===== src/rtl/s2d_pkg.sv =====
// Package for the signed integer to decimal ASCII converter.
// Holds the shared constants and the types passed between the front, queue,
// converter and emitter. No dependencies.
package s2d_pkg;

  localparam int unsigned ValueWidth    = 32;
  localparam int unsigned MaxDigits     = 10;
  localparam int unsigned DigitIdxWidth = 4;

  localparam logic [7:0] CharZero  = 8'd48;
  localparam logic [7:0] CharMinus = 8'd45;

  // floor(n / 10) == (n * Recip10) >> Recip10Shift for every 32-bit unsigned n.
  localparam logic [ValueWidth-1:0] Recip10      = 32'hCCCC_CCCD;
  localparam int unsigned           Recip10Shift = 35;

  typedef logic [3:0] digit_t;

  typedef struct packed {
    logic                  neg;
    logic [ValueWidth-1:0] mag;
  } job_t;

  // Digits are stored least significant first; ndig runs from 1 to MaxDigits.
  typedef struct packed {
    logic                     neg;
    logic [DigitIdxWidth-1:0] ndig;
    digit_t [MaxDigits-1:0]   digits;
  } digit_set_t;

endpackage


===== src/rtl/s2d_channels_if.sv =====
// Valid/ready channel interfaces for the decimal converter.
// s2d_in_if carries the signed value, s2d_out_if one character. Uses s2d_pkg.
interface s2d_in_if;
  logic                                 valid;
  logic                                 ready;
  logic signed [s2d_pkg::ValueWidth-1:0] value;

  modport source (output valid, output value, input ready);
  modport sink   (input valid, input value, output ready);
endinterface

interface s2d_out_if;
  logic       valid;
  logic       ready;
  logic [7:0] char_code;
  logic       last;

  modport source (output valid, output char_code, output last, input ready);
  modport sink   (input valid, input char_code, input last, output ready);
endinterface


===== src/rtl/signed_int_to_decimal_ascii_core.sv =====
// Signed 32-bit integer to decimal ASCII text, one character per output item.
// An accepted value passes through a two-entry queue to the converter, whose
// reciprocal multiply loop forms one digit per cycle, nd digits in all (1 to 10);
// the emitter then offers the characters. A new number can be accepted and
// converted while the emitter still sends the previous one.
// Reset clears all control state; digit buffers and the queue payload are not reset.
module signed_int_to_decimal_ascii_core (
  input  logic     clk_i,
  input  logic     rst_ni,
  s2d_in_if.sink   in_ch,
  s2d_out_if.source out_ch
);
  import s2d_pkg::*;

  logic       push;
  job_t       push_job;
  logic       full;
  logic       q_valid;
  job_t       q_job;
  logic       pop;
  logic       hand_valid;
  logic       hand_ready;
  digit_set_t hand;

  s2d_front u_front (
    .in_ch  (in_ch),
    .full_i (full),
    .push_o (push),
    .job_o  (push_job)
  );

  s2d_fifo u_fifo (
    .clk_i      (clk_i),
    .rst_ni     (rst_ni),
    .push_i     (push),
    .push_job_i (push_job),
    .full_o     (full),
    .valid_o    (q_valid),
    .job_o      (q_job),
    .pop_i      (pop)
  );

  s2d_conv u_conv (
    .clk_i        (clk_i),
    .rst_ni       (rst_ni),
    .valid_i      (q_valid),
    .job_i        (q_job),
    .pop_o        (pop),
    .hand_valid_o (hand_valid),
    .hand_o       (hand),
    .hand_ready_i (hand_ready)
  );

  s2d_emit u_emit (
    .clk_i        (clk_i),
    .rst_ni       (rst_ni),
    .hand_valid_i (hand_valid),
    .hand_i       (hand),
    .hand_ready_o (hand_ready),
    .out_ch       (out_ch)
  );

endmodule


===== src/rtl/s2d_front.sv =====
// Front end: accepts a value and splits it into sign and unsigned magnitude.
// Depends on s2d_pkg and s2d_in_if.
module s2d_front (
  s2d_in_if.sink          in_ch,
  input  logic            full_i,
  output logic            push_o,
  output s2d_pkg::job_t   job_o
);
  import s2d_pkg::*;

  logic [ValueWidth-1:0] raw;

  assign raw          = ValueWidth'(unsigned'(in_ch.value));
  assign in_ch.ready  = !full_i;
  assign push_o       = in_ch.valid && !full_i;
  assign job_o.neg    = raw[ValueWidth-1];
  // Unsigned negation keeps the most negative value correct.
  assign job_o.mag    = raw[ValueWidth-1] ? (ValueWidth'(0) - raw) : raw;

endmodule


===== src/rtl/s2d_fifo.sv =====
// Two-entry queue between the front end and the converter.
// Depends on s2d_pkg.
module s2d_fifo (
  input  logic          clk_i,
  input  logic          rst_ni,
  input  logic          push_i,
  input  s2d_pkg::job_t push_job_i,
  output logic          full_o,
  output logic          valid_o,
  output s2d_pkg::job_t job_o,
  input  logic          pop_i
);
  import s2d_pkg::*;

  job_t       mem_q [2];
  logic       wr_ptr_q, wr_ptr_d;
  logic       rd_ptr_q, rd_ptr_d;
  logic [1:0] count_q, count_d;

  assign full_o  = (count_q == 2'd2);
  assign valid_o = (count_q != 2'd0);
  assign job_o   = mem_q[rd_ptr_q];

  always_comb begin
    wr_ptr_d = push_i ? !wr_ptr_q : wr_ptr_q;
    rd_ptr_d = pop_i  ? !rd_ptr_q : rd_ptr_q;
    count_d  = count_q + 2'(push_i) - 2'(pop_i);
  end

  always_ff @(posedge clk_i or negedge rst_ni) begin
    if (!rst_ni) begin
      wr_ptr_q <= 1'b0;
      rd_ptr_q <= 1'b0;
      count_q  <= 2'd0;
    end else begin
      wr_ptr_q <= wr_ptr_d;
      rd_ptr_q <= rd_ptr_d;
      count_q  <= count_d;
    end
  end

  always_ff @(posedge clk_i) begin
    if (push_i) begin
      mem_q[wr_ptr_q] <= push_job_i;
    end
  end

endmodule


===== src/rtl/s2d_conv.sv =====
// Converter: peels one decimal digit per cycle off the magnitude, least
// significant first, using a reciprocal multiply. Depends on s2d_pkg.
module s2d_conv (
  input  logic                clk_i,
  input  logic                rst_ni,
  input  logic                valid_i,
  input  s2d_pkg::job_t       job_i,
  output logic                pop_o,
  output logic                hand_valid_o,
  output s2d_pkg::digit_set_t hand_o,
  input  logic                hand_ready_i
);
  import s2d_pkg::*;

  typedef enum logic [2:0] {
    CvIdle = 3'b001,
    CvRun  = 3'b010,
    CvHand = 3'b100
  } conv_state_e;

  conv_state_e              state_q, state_d;
  logic [ValueWidth-1:0]    cur_q, cur_d;
  logic [ValueWidth-1:0]    prev_q, prev_d;
  logic                     have_q, have_d;
  logic [DigitIdxWidth-1:0] cnt_q, cnt_d;
  logic                     neg_q, neg_d;
  digit_t [MaxDigits-1:0]   dig_q;

  logic [2*ValueWidth-1:0]  prod;
  logic [ValueWidth-1:0]    quot;
  logic [ValueWidth-1:0]    times10;
  logic [ValueWidth-1:0]    rem;
  logic                     dig_we;

  // The quotient is registered into cur_q; the remainder of the previous
  // step is formed from prev_q and that registered quotient.
  assign prod    = (2*ValueWidth)'(cur_q) * (2*ValueWidth)'(Recip10);
  assign quot    = ValueWidth'(prod >> Recip10Shift);
  assign times10 = {cur_q[ValueWidth-4:0], 3'b000} + {cur_q[ValueWidth-2:0], 1'b0};
  assign rem     = prev_q - times10;
  assign dig_we  = (state_q == CvRun) && have_q;

  assign pop_o        = (state_q == CvIdle) && valid_i;
  assign hand_valid_o = (state_q == CvHand);
  assign hand_o.neg    = neg_q;
  assign hand_o.ndig   = cnt_q;
  assign hand_o.digits = dig_q;

  always_comb begin
    state_d = state_q;
    cur_d   = cur_q;
    prev_d  = prev_q;
    have_d  = have_q;
    cnt_d   = cnt_q;
    neg_d   = neg_q;
    unique case (state_q)
      CvIdle: begin
        if (valid_i) begin
          cur_d   = job_i.mag;
          neg_d   = job_i.neg;
          cnt_d   = '0;
          have_d  = 1'b0;
          state_d = CvRun;
        end
      end
      CvRun: begin
        prev_d = cur_q;
        cur_d  = quot;
        have_d = 1'b1;
        if (have_q) begin
          cnt_d = cnt_q + 1'b1;
          // A zero quotient means the digit just written was the top one.
          if (cur_q == '0) begin
            state_d = CvHand;
          end
        end
      end
      CvHand: begin
        if (hand_ready_i) begin
          state_d = CvIdle;
        end
      end
      default: begin
        state_d = CvIdle;
      end
    endcase
  end

  always_ff @(posedge clk_i or negedge rst_ni) begin
    if (!rst_ni) begin
      state_q <= CvIdle;
      have_q  <= 1'b0;
      cnt_q   <= '0;
      neg_q   <= 1'b0;
    end else begin
      state_q <= state_d;
      have_q  <= have_d;
      cnt_q   <= cnt_d;
      neg_q   <= neg_d;
    end
  end

  always_ff @(posedge clk_i) begin
    cur_q  <= cur_d;
    prev_q <= prev_d;
    if (dig_we) begin
      dig_q[cnt_q] <= rem[3:0];
    end
  end

endmodule


===== src/rtl/s2d_emit.sv =====
// Emitter: holds one finished digit set and sends the sign and the digits,
// most significant first, one character per handshake. Depends on s2d_pkg.
module s2d_emit (
  input  logic                clk_i,
  input  logic                rst_ni,
  input  logic                hand_valid_i,
  input  s2d_pkg::digit_set_t hand_i,
  output logic                hand_ready_o,
  s2d_out_if.source           out_ch
);
  import s2d_pkg::*;

  logic                     busy_q;
  logic                     neg_q;
  logic [DigitIdxWidth-1:0] idx_q;
  digit_t [MaxDigits-1:0]   dig_q;

  logic take;
  logic is_last;
  logic load;

  assign is_last = !neg_q && (idx_q == '0);
  assign take    = busy_q && out_ch.ready;

  // A new set may load in the cycle the final character leaves.
  assign hand_ready_o = !busy_q || (take && is_last);
  assign load         = hand_valid_i && hand_ready_o;

  assign out_ch.valid     = busy_q;
  assign out_ch.char_code = neg_q ? CharMinus : (CharZero + {4'b0000, dig_q[idx_q]});
  assign out_ch.last      = is_last;

  always_ff @(posedge clk_i or negedge rst_ni) begin
    if (!rst_ni) begin
      busy_q <= 1'b0;
      neg_q  <= 1'b0;
      idx_q  <= '0;
    end else if (load) begin
      busy_q <= 1'b1;
      neg_q  <= hand_i.neg;
      idx_q  <= hand_i.ndig - 1'b1;
    end else if (take) begin
      if (neg_q) begin
        neg_q <= 1'b0;
      end else if (idx_q == '0) begin
        busy_q <= 1'b0;
      end else begin
        idx_q <= idx_q - 1'b1;
      end
    end
  end

  always_ff @(posedge clk_i) begin
    if (load) begin
      dig_q <= hand_i.digits;
    end
  end

endmodule


===== src/flat_wrapper.sv =====
// flat-port wrapper written by rule: the top's interface ports become plain ports
module signed_int_to_decimal_ascii_core_flat import s2d_pkg::*;
  (clk_i, rst_ni, in_ch_valid, in_ch_value, in_ch_ready, out_ch_valid, out_ch_char_code, out_ch_last, out_ch_ready);
  s2d_in_if in_ch_i ();
  s2d_out_if out_ch_i ();
  input  logic clk_i;
  input  logic rst_ni;
  input wire logic [$bits(in_ch_i.valid)-1:0] in_ch_valid;
  input wire logic [$bits(in_ch_i.value)-1:0] in_ch_value;
  output wire logic [$bits(in_ch_i.ready)-1:0] in_ch_ready;
  output wire logic [$bits(out_ch_i.valid)-1:0] out_ch_valid;
  output wire logic [$bits(out_ch_i.char_code)-1:0] out_ch_char_code;
  output wire logic [$bits(out_ch_i.last)-1:0] out_ch_last;
  input wire logic [$bits(out_ch_i.ready)-1:0] out_ch_ready;
  assign in_ch_i.valid = in_ch_valid;
  assign in_ch_i.value = in_ch_value;
  assign in_ch_ready = in_ch_i.ready;
  assign out_ch_valid = out_ch_i.valid;
  assign out_ch_char_code = out_ch_i.char_code;
  assign out_ch_last = out_ch_i.last;
  assign out_ch_i.ready = out_ch_ready;
  signed_int_to_decimal_ascii_core u_core (.clk_i(clk_i), .rst_ni(rst_ni), .in_ch(in_ch_i), .out_ch(out_ch_i));
endmodule

===== config.mk =====
export PLATFORM = sky130hd
export DESIGN_NAME = signed_int_to_decimal_ascii_core_flat
export DESIGN_NICKNAME = d
export VERILOG_FILES = /design/src/rtl/s2d_pkg.sv /design/src/rtl/s2d_channels_if.sv /design/src/rtl/signed_int_to_decimal_ascii_core.sv /design/src/rtl/s2d_front.sv /design/src/rtl/s2d_fifo.sv /design/src/rtl/s2d_conv.sv /design/src/rtl/s2d_emit.sv /design/src/flat_wrapper.sv
export SDC_FILE = /design/constraint.sdc
export NUM_CORES = 1
export LEC_CHECK = 0
export BUFFER_PORTS_ARGS = -buffer_cell sky130_fd_sc_hd__buf_4
export CORE_UTILIZATION = 41
export DETAILED_ROUTE_END_ITERATION = 8
export HOLD_SLACK_MARGIN = 0.12
export PLACE_DENSITY = 0.66
export SLEW_MARGIN = 30
export SYNTH_ARGS = -nofsm -noshare
export SYNTH_HDL_FRONTEND = slang
export SYNTH_SLANG_ARGS = --single-unit

===== constraint.sdc =====
create_clock -name clk_i -period 7.25 [get_ports clk_i]
set_input_delay 0.3625 -clock clk_i [delete_from_list [all_inputs] [get_ports clk_i]]
set_output_delay 0.3625 -clock clk_i [all_outputs]
set_load 0.03 [all_outputs]

; ---- After elaboration in Yosys (flattened, before gate mapping)
; Memories as Yosys holds them, arrays and structs flattened.
; Index checks and enable logic that the tools add are counted.
; Widths: inputs -> output; s select.
[word_totals]
ff_bits = 135
mem_bits_rw = 66
in_bits = 36
output_inout_bits = 11
memories = 1
[op_classes]
add_sub_neg = 9
n_mul = 1
n_lt_le_gt_ge = 3
n_eq_ne = 10
muxes = 31
n_reduce_logical = 26
[memory_table]
columns = name, words, word_bits, rd, rd_ports_with_merged_regs, write_ports, line_no
row1 = u_core.u_fifo.mem_q, 2, 33, 1, 0, 1, s2d_fifo.sv:15  ; job_t mem_q [2];
[op_table]
columns = op, n
row1 = $mul 32x32->64 const B, 1
row2 = $mux 32, 2
row3 = $pmux 32 s2, 1
row4 = $bwmux 40, 1
row5 = $logic_not 32->1, 1
row6 = $mux 4, 8
row7 = $sub 1x32->32 const A, 1
row8 = $bmux 4 s4, 1
row9 = $demux 4 s4, 1
row10 = $mux 3, 4
row11 = $lt 4x5->1 const B, 2
row12 = $mux 1, 9
row13 = $pmux 3 s3, 1
row14 = $reduce_and 3->1, 3
row15 = $logic_and 1x1->1, 8
row16 = $pmux 4 s2, 1
row17 = $reduce_bool 2->1, 4
row18 = $sub 4x1->4 const B, 2
row19 = $add 6x4->7 const A, 1
row20 = $mux 7, 1
row21 = $ne 2x1->1 const B, 3
row22 = $ne 2x2->1 const B, 3
row23 = $logic_not 1->1, 5
row24 = $add 4x1->4 const B, 1
row25 = 14 further kinds, 15

; ---- Logic depth before layout (Yosys ltp)
; Gate-level depths: netlist (run 1).
[depth]
word_depth = 7
mapped_depth = 25
mapped_depth_nobuf = 25

; ---- By module
; A second synthesis (run 1) with hierarchy kept.
[unflattened]
cells_unflattened = 2485
area_unflattened_um2 = 26670.6
[modules_own_cells]
columns = module, instances, cells_per_inst, area_per_inst_um2, seq_area_each_um2
row1 = s2d_conv, 1, 2123, 21017.7, 2508.7
row2 = s2d_fifo, 1, 118, 2732.6, 2082.0
row3 = s2d_emit, 1, 141, 2127.0, 1351.3
row4 = s2d_front, 1, 103, 793.3, 0.0

; ---- Worst setup path before layout (run 1)
; No wires, ideal clock.
[synth_path]
path_kind = flip-flop to flip-flop
start = register u_core.u_conv.cur_q[9]
end = register u_core.u_conv.cur_q[18] (data pin)
arrival_ns = 6.937
required_ns = 6.994
path_slack_ns = 0.057
path_stages_with_launch = 24
path_buffers = 1
synth_period_minus_slack_ns = 7.193
cell_sequence = edfxtp_1 -> ha_1 -> clkbuf_1 -> xor2_1 -> ha_1 -> fa_1 -> inv_1 -> fa_1 -> fa_1 -> inv_1 -> fa_1 -> fa_1 -> inv_1 -> fa_1 -> inv_1 -> ha_1 -> nand2_1 -> nor4_2 -> or4b_1 -> a31oi_2 -> o2111ai_2 -> and2_4 -> o31a_1 -> o211a_1
[synth_between]
elab_chain_cells = 2
[synth_rtl]
columns = element, line_no
row1 = from (decl), s2d_conv.sv:22  ; logic [ValueWidth-1:0] cur_q, cur_d;
row2 = from (signal assigned), s2d_conv.sv:104  ; cur_q <= cur_d;
row3 = $mul 32x32->64, s2d_conv.sv:37  ; assign prod = (2*ValueWidth)'(cur_q) * (2*ValueWidth)'(Recip10);
row4 = $pmux 32 s2, s2d_conv.sv:56  ; unique case (state_q)
row5 = via u_core.u_conv.cur_d[18], s2d_conv.sv:22
; The timed path passes the listed nets, and every way through them passes these cells.
; A chain may end at the register's enable or synchronous reset.

; ---- Worst setup path after layout (run 1)
[layout_path]
start = register u_core.u_conv.cur_q[11]
end = register u_core.u_conv.cur_q[22] (data pin)
; The elaborated chain is that of the path after synthesis.

==> qor.yml, run 1 <==
setup_ws_ns: -0.0105
synth_area_sq_mm: 0.0263
synth_cells: 2479
finClkSkew_ns: 0.0132
synth-seq-cells: 201
fillers: 5752
hold_violations: 0
io_pins: 47
rr_worst_depth: 25
wl_per_cell_microns: 21.4
diodes: 0
viasPerCell: 5.17
path_class: "reg2reg"
yosysMostFrequentCell: "inv_1"
ys_warn_count: 0
cts_tree: "built"
grt_pass1_vias: 20197
reg2reg_to: "u_core.u_conv.cur_q[22]"
min_delay_worst_endpoint: "u_core.u_emit.neg_q"
cts_buffers: 21
finalSetupViolations: 1
ys.flop_type: "edfxtp_1"
synth_edf_count: 182
fin_crit_sh_pct: 100
worstSetupStartpointType: "register"
synth.area.top_cells: "fa_1, edfxtp_1, ha_1"
dp_hpwl_microns: 67400
worst_ep_arrival_time_ns: 7.57
drive_gt1_share_pct: 20.7
start_util_pct: 41.6
cap_violations: 0
dr.pass1.iters: 5
synth_commonest_cells: "inv_1, fa_1, ha_1, edfxtp_1, a21oi_1"
hold_depth: 3
drc: 0
layout.nets: 3590
cts_buffer_depth: 3
rrSetupSlack_ns: -0.01
path_max_fanout: 5
cts.sinks: 201
end_kind: "register"
hp-start: "out_ch_ready"
violations: "setup timing"
areaGrowthSynthToFinish_pct: 20.0
clk_latency_ns: 0.52
numPlacedInstances: 3585
fp.dieH_microns: 255
grt_overflow: 0
routed_wl_microns: 78000
core_sq_mm: 0.0632
drtAntennaViolNets: 0
min_path_type: "in2reg"
async_flop_share_pct: 9.45
crit_required_ns: 7.56
root_buffer: "clkbuf_16"
fmax_ghz: 0.138
seq_area_frac_synth_pct: 22.6
drv_slew: 0
netlist-cell-type-count: 79
dieArea_sq_mm: 0.0652
grt_pass1_wl_microns: 120000
finalNonFillerCells: 3653
drt-initial-drc-count: 1303
status: "finished, violations left"
clk_pin_slew_ns: 0.07
core.rowCount: 92
tightest_slew_ns: 0.935
routabilityCongestion: 0.997
h-tree-depth: 1
synth_top_area_cell: "fa_1"
synth_top_area_share_pct: 29.4
relSlewSlack_pct: 37.1
die_w_microns: 255
grt_max_degree: 57
grt_setup_unrepaired: "true"
vias: 18892
grt_usage_pct: 24.7
syn_area_per_cell_sq_um: 10.6
portBuffers: 43
fin_crit_ns: 7.26
r2r_start: "u_core.u_conv.cur_q[11]"
antenna_found_initial: 1
[area by class of cell]
class / instances / area (sq um) / area share (%)
Clock buffer: 21 / 526 / 1.66
Clock inverter: 16 / 174 / 0.551
Inverter: 658 / 2480 / 7.85
Multi-Input combinational cell: 1569 / 18700 / 59.3
Sequential cell: 201 / 5950 / 18.8
Tap cell: 846 / 1060 / 3.35
Timing Repair Buffer: 342 / 2660 / 8.43
[kinds of logic after synthesis]
group | share of synthesized area (%)
buffers and inverters | 10.2
multiplexers | 1.65
XOR/XNOR | 3.40
adder cells (fa/ha/maj) | 47.2
other | 0.0286
AO/OA/AOI/OAI | 8.34
AND/OR/NAND/NOR | 6.55
flip-flops | 22.6
[flip-flops by register name, summed over array words and instances, names as in the netlist, 2 cells and up]
name	cells
u_core.u_fifo.count_q	2
u_core.u_conv.prev_q	4
u_core.u_emit.idx_q	4
u_core.u_conv.state_q	3
u_core.u_conv.cur_q	32
u_core.u_conv.hand_o	40
u_core.u_fifo.mem_q	66
u_core.u_conv.cnt_q	4
u_core.u_emit.dig_q	40
[worst max-delay path: stages (launching register included)]
cell and delay (ns):
edfxtp_1 0.57, inv_2 0.09, ha_4 0.28, xor2_2 0.16, ha_1 0.32, fa_1 0.51, inv_1 0.05, fa_1 0.49
inv_1 0.05, fa_1 0.50, fa_1 0.47, fa_1 0.57, inv_1 0.07, fa_1 0.61, inv_1 0.06, ha_1 0.32
buf_4 0.17, o21ai_0 0.21, a21oi_1 0.12, o2111ai_2 0.22, a31oi_4 0.08, o2111ai_4 0.26, buf_6 0.15, nand2_4 0.06
a211o_1 0.30, a211oi_4 0.36
[placed cells by master, fill, tap and decap left out, types with 16 or more instances in the layout]
cell       instances
inv_2             31
nand2_1           83
xor2_1            38
nand4_1           21
dfrtp_1           17
nand3_1           24
a21oi_1           91
edfxtp_1         182
xnor2_1           54
clkbuf_16         21
buf_6             17
a211oi_1          26
a21o_1            47
fa_1             370
nor3_1            21
nor2b_1           20
ha_4              37
nor2_1            64
o21ai_0           46
and2_1            24
fa_2              16
buf_4            321
ha_1             327
inv_1            624
[worst max-delay path by stage]
stage | cells past startpoint | end | start
floorplan | 23 | u_core.u_conv.cur_q[18] | u_core.u_conv.cur_q[9]
global placement | 27 | u_core.u_conv.cur_q[21] | u_core.u_conv.cur_q[13]
detailed placement | 27 | u_core.u_conv.cur_q[21] | u_core.u_conv.cur_q[13]
CTS | 25 | u_core.u_conv.cur_q[18] | u_core.u_conv.cur_q[13]
global route | 25 | u_core.u_conv.cur_q[22] | u_core.u_conv.cur_q[11]
finish | 25 | u_core.u_conv.cur_q[22] | u_core.u_conv.cur_q[11]
[metrics by stage]
step | TNS (ns) | setup slack [ns] | instance area [sq um] | hold slack (ns) | util, %
after detailed placement | -5.13 | -0.721 | 29500 | 0.261 | 46.7
after global placement | -4.97 | -0.727 | 29500 | 0.252 | 46.7
after CTS | 0 | 0.000194 | 30800 | 0.145 | 48.8
after floorplan | 0 | 0.0573 | 26300 | 0.0669 | -
after global routing | -1.41 | -0.166 | 31600 | 0.155 | 49.9
final | -0.0105 | -0.0105 | 31600 | 0.167 | 49.9
[layer usage]
| layer | vias to the layer above | part of all wire (%) | track usage, % |
|---|---|---|---|
| met1 | 9492 | 42 | 33.8 |
| met4 | 2 | 3.5 | 7.48 |
| met5 | - | 0.010 | 0 |
| met3 | 129 | 6.2 | 2.57 |
| li1 | 8631 | - | - |
| met2 | 638 | 48 | 41.5 |
[what timing repair did]
item | in CTS | in global routing
cloned | 0 | 0
setup endpoints to repair | 25 | 28
endpoints found under the hold margin | 21 | 0
hold buffers | 2 | 0
gates resized for setup | 83 | 145
setup buffers | 19 | 16
pin swaps | 24 | 98
Power of run 1 is not shown: default switching activity piles up to over one toggle a cycle in this logic, so the estimate is an artifact.
==> inputs of run 2 (changes only) <==
PLACE_DENSITY = not set   (was 0.66)
==> run 2 against run 1 <==
Compared with the run above: the flow now finishes without violations; largest cell class unchanged; sequential share of layout area up 0.056 points; core utilization down 0.17 points; non-clock buffer count down 3; critical path depth down 2; setup slack better by 0.035 ns; clock skew up 0.00068 ns; critical endpoint is now u_core.u_conv.cur_q[7]; final area down 0.34%; die area unchanged.
==> qor.yml, run 2 (synthesis results as in run 1) <==
wl_met3_microns: 3850  # -21%
vias: 18565  # -1.7%
drv_slew: 0  # unchanged
io_pins: 47  # unchanged
worstSetupStartpointType: "register"
rrSetupSlack_ns: 0.02  # +0.04 ns
layout.nets: 3588  # -0.056%
antenna_found_initial: 0  # -1
core_sq_mm: 0.0632  # unchanged
clk_latency_ns: 0.53  # about the same
cts.sinks: 201  # unchanged
r2r_start: "u_core.u_conv.cur_q[11]"
reg2reg_to: "u_core.u_conv.cur_q[7]"
cp_common_cell: "fa_1"
crit_required_ns: 7.50  # -0.06 ns
grt_pass1_wl_microns: 120000  # +0.33%
largest_reg_flops: 66  # unchanged
routed_wl_microns: 79600  # +2.0%
setup_ws_ns: 0.0248  # +0.0353 ns
holdWs_ns: 0.149  # -0.0175 ns
layout_commonest_cell: "inv_1"
wl_met2_microns: 38500  # +3.2%
min_delay_worst_endpoint: "u_core.u_fifo.mem_q[0][31]"
die_w_microns: 255  # unchanged
dp_hpwl_microns: 68800  # +2.2%
worst_ep_arrival_time_ns: 7.47  # -0.10 ns
drc: 0  # unchanged
fin_crit_ns: 7.23  # -0.0353 ns
final_cell_mix: "inv_1, fa_1, ha_1"
fin_crit_sh_pct: 99.7  # -0.49 points
dr.pass1.iters: 5  # unchanged
grt_usage_pct: 25.2  # +0.41 points
grt_setup_unrepaired: "true"
placed_area_sq_mm: 0.0295  # about the same
areaGrowthSynthToFinish_pct: 19.6
finClkSkew_ns: 0.0139  # +0.000682 ns
drt-met1-wl_microns: 35200  # +6.5%
hold_violations: 0  # unchanged
clk_pin_slew_ns: 0.07  # about the same
pre_cts_slack_ns: -0.831  # -0.110 ns
crit_path_cell_trace: "inv_2 -> ha_4 -> xor2_4 -> ha_1 -> a21o_1 -> fa_1 -> inv_1 -> fa_1 -> inv_1 -> fa_2 -> fa_1 -> fa_1 -> inv_1 -> fa_1 -> inv_1 -> ha_4 -> nand4_1 -> a2111o_1 -> o211ai_1 -> o211ai_1 -> o211ai_1 -> xnor2_1 -> a21oi_2"
grt_overflow: 0  # unchanged
core.rowCount: 92  # unchanged
diodes: 0  # unchanged
start_util_pct: 41.6  # unchanged
end_kind: "register"
grt_pass1_vias: 19851  # -1.7%
hold_depth: 2  # -1
largest_register: "u_core.u_fifo.mem_q"
dieArea_sq_mm: 0.0652  # unchanged
drtAntennaViolNets: 0  # unchanged
min_path_type: "in2reg"
path_max_fanout: 6  # +1
grt_max_degree: 57  # unchanged
drt-initial-drc-count: 1307  # +0.31%
critPathSlowestCell: "edfxtp_1"
wl_per_cell_microns: 21.8  # +2.1%
finalInstanceArea_sq_mm: 0.0315  # -0.34%
status: "complete, no violations"
cts_buffers: 22  # +4.8%
viasPerCell: 5.08  # -1.7%
cts_buffer_depth: 3  # unchanged
critPathTopFamily: "adder cells"
routed.top_layer: "met4"
cap_violations: 0  # unchanged
routabilityCongestion: 0.992  # -0.49%
finalSetupViolations: 0  # -1
crit_cells: 23  # -8.0%
final_core_util_pct: 49.8  # -0.17 points
cts_tree: "built"
h-tree-depth: 1  # unchanged
rr_worst_depth: 23  # -8.0%
cpPeakStageDelay_ns: 0.58  # -0.03 ns
drive_gt1_share_pct: 19.9  # -0.84 points
root_buffer: "clkbuf_16"
tightest_slew_ns: 0.921  # -0.0143 ns
hp-start: "in_ch_value[30]"
portBuffers: 43  # unchanged
worstPathBufferInverterCount: 5  # -2
path_class: "reg2reg"
fp.dieH_microns: 255  # unchanged
fmax_ghz: 0.138  # +0.49%
relSlewSlack_pct: 38.2  # +1.1 points
-- run 2: changes by cell type in the layout (fill, tap and decap cells not counted), sizes merged --
cell / before / now
buf: 340 / 337
bufinv: 3 / 2
clkbuf: 21 / 28
clkinvlp: 4 / 3
inv: 659 / 657
clkinv: 8 / 6
-- run 2: layout make-up --
cell class / instances / area, sq um
timing repair buffer: 339 / 2610
clock inverter: 10 / 125
sequential: 201 / 5940
fill: 5762 / 31700
clock buffer: 28 / 573
inverter: 658 / 2480
multi-input combinational: 1569 / 18700
tap: 846 / 1060
-- run 2: worst max path at each step --
stage                                  startpoint                 endpoint
after floorplan            u_core.u_conv.cur_q[9]  u_core.u_conv.cur_q[18]
after global placement    u_core.u_conv.cur_q[10]  u_core.u_conv.cur_q[21]
after detailed placement  u_core.u_conv.cur_q[10]  u_core.u_conv.cur_q[21]
after CTS                 u_core.u_conv.cur_q[11]  u_core.u_conv.cur_q[21]
after global routing      u_core.u_conv.cur_q[18]   u_core.u_conv.cur_q[7]
final                     u_core.u_conv.cur_q[11]   u_core.u_conv.cur_q[7]
-- run 2: repair_timing --
item,CTS,global route
hold endpoints to repair,21,0
setup buffers,11,13
hold buffers,2,0
pin swaps,20,93
endpoints found under the setup margin,26,28
gates resized for setup,61,151
-- run 2: worst register-to-register path, delay by kind of cell, from the launching register on --
kind            cells  cell delay [ns]
simple gates        1             0.14
flops               1             0.58
fa+ha+maj           9             4.02
xor+xnor            2             0.33
buf+inv             5             0.34
compound gates      6             1.54
-- run 2: routing by layer --
metal | up-vias | GRT usage (%)
met5 | - | 0
met4 | 0 | 5.65
met3 | 94 | 2.41
met2 | 486 | 42.3
met1 | 9366 | 35.1
li1 | 8619 | -
-- run 2: metrics by stage --
stage | setup TNS (ns) | std cells
floorplan | 0 | 2480
global placement | -6.08 | 3590
detailed placement | -6.22 | 3590
CTS | -0.0188 | 3641
global route | -1.30 | 3651
finish | 0 | 3651
Power of run 2 is left out for the same reason.
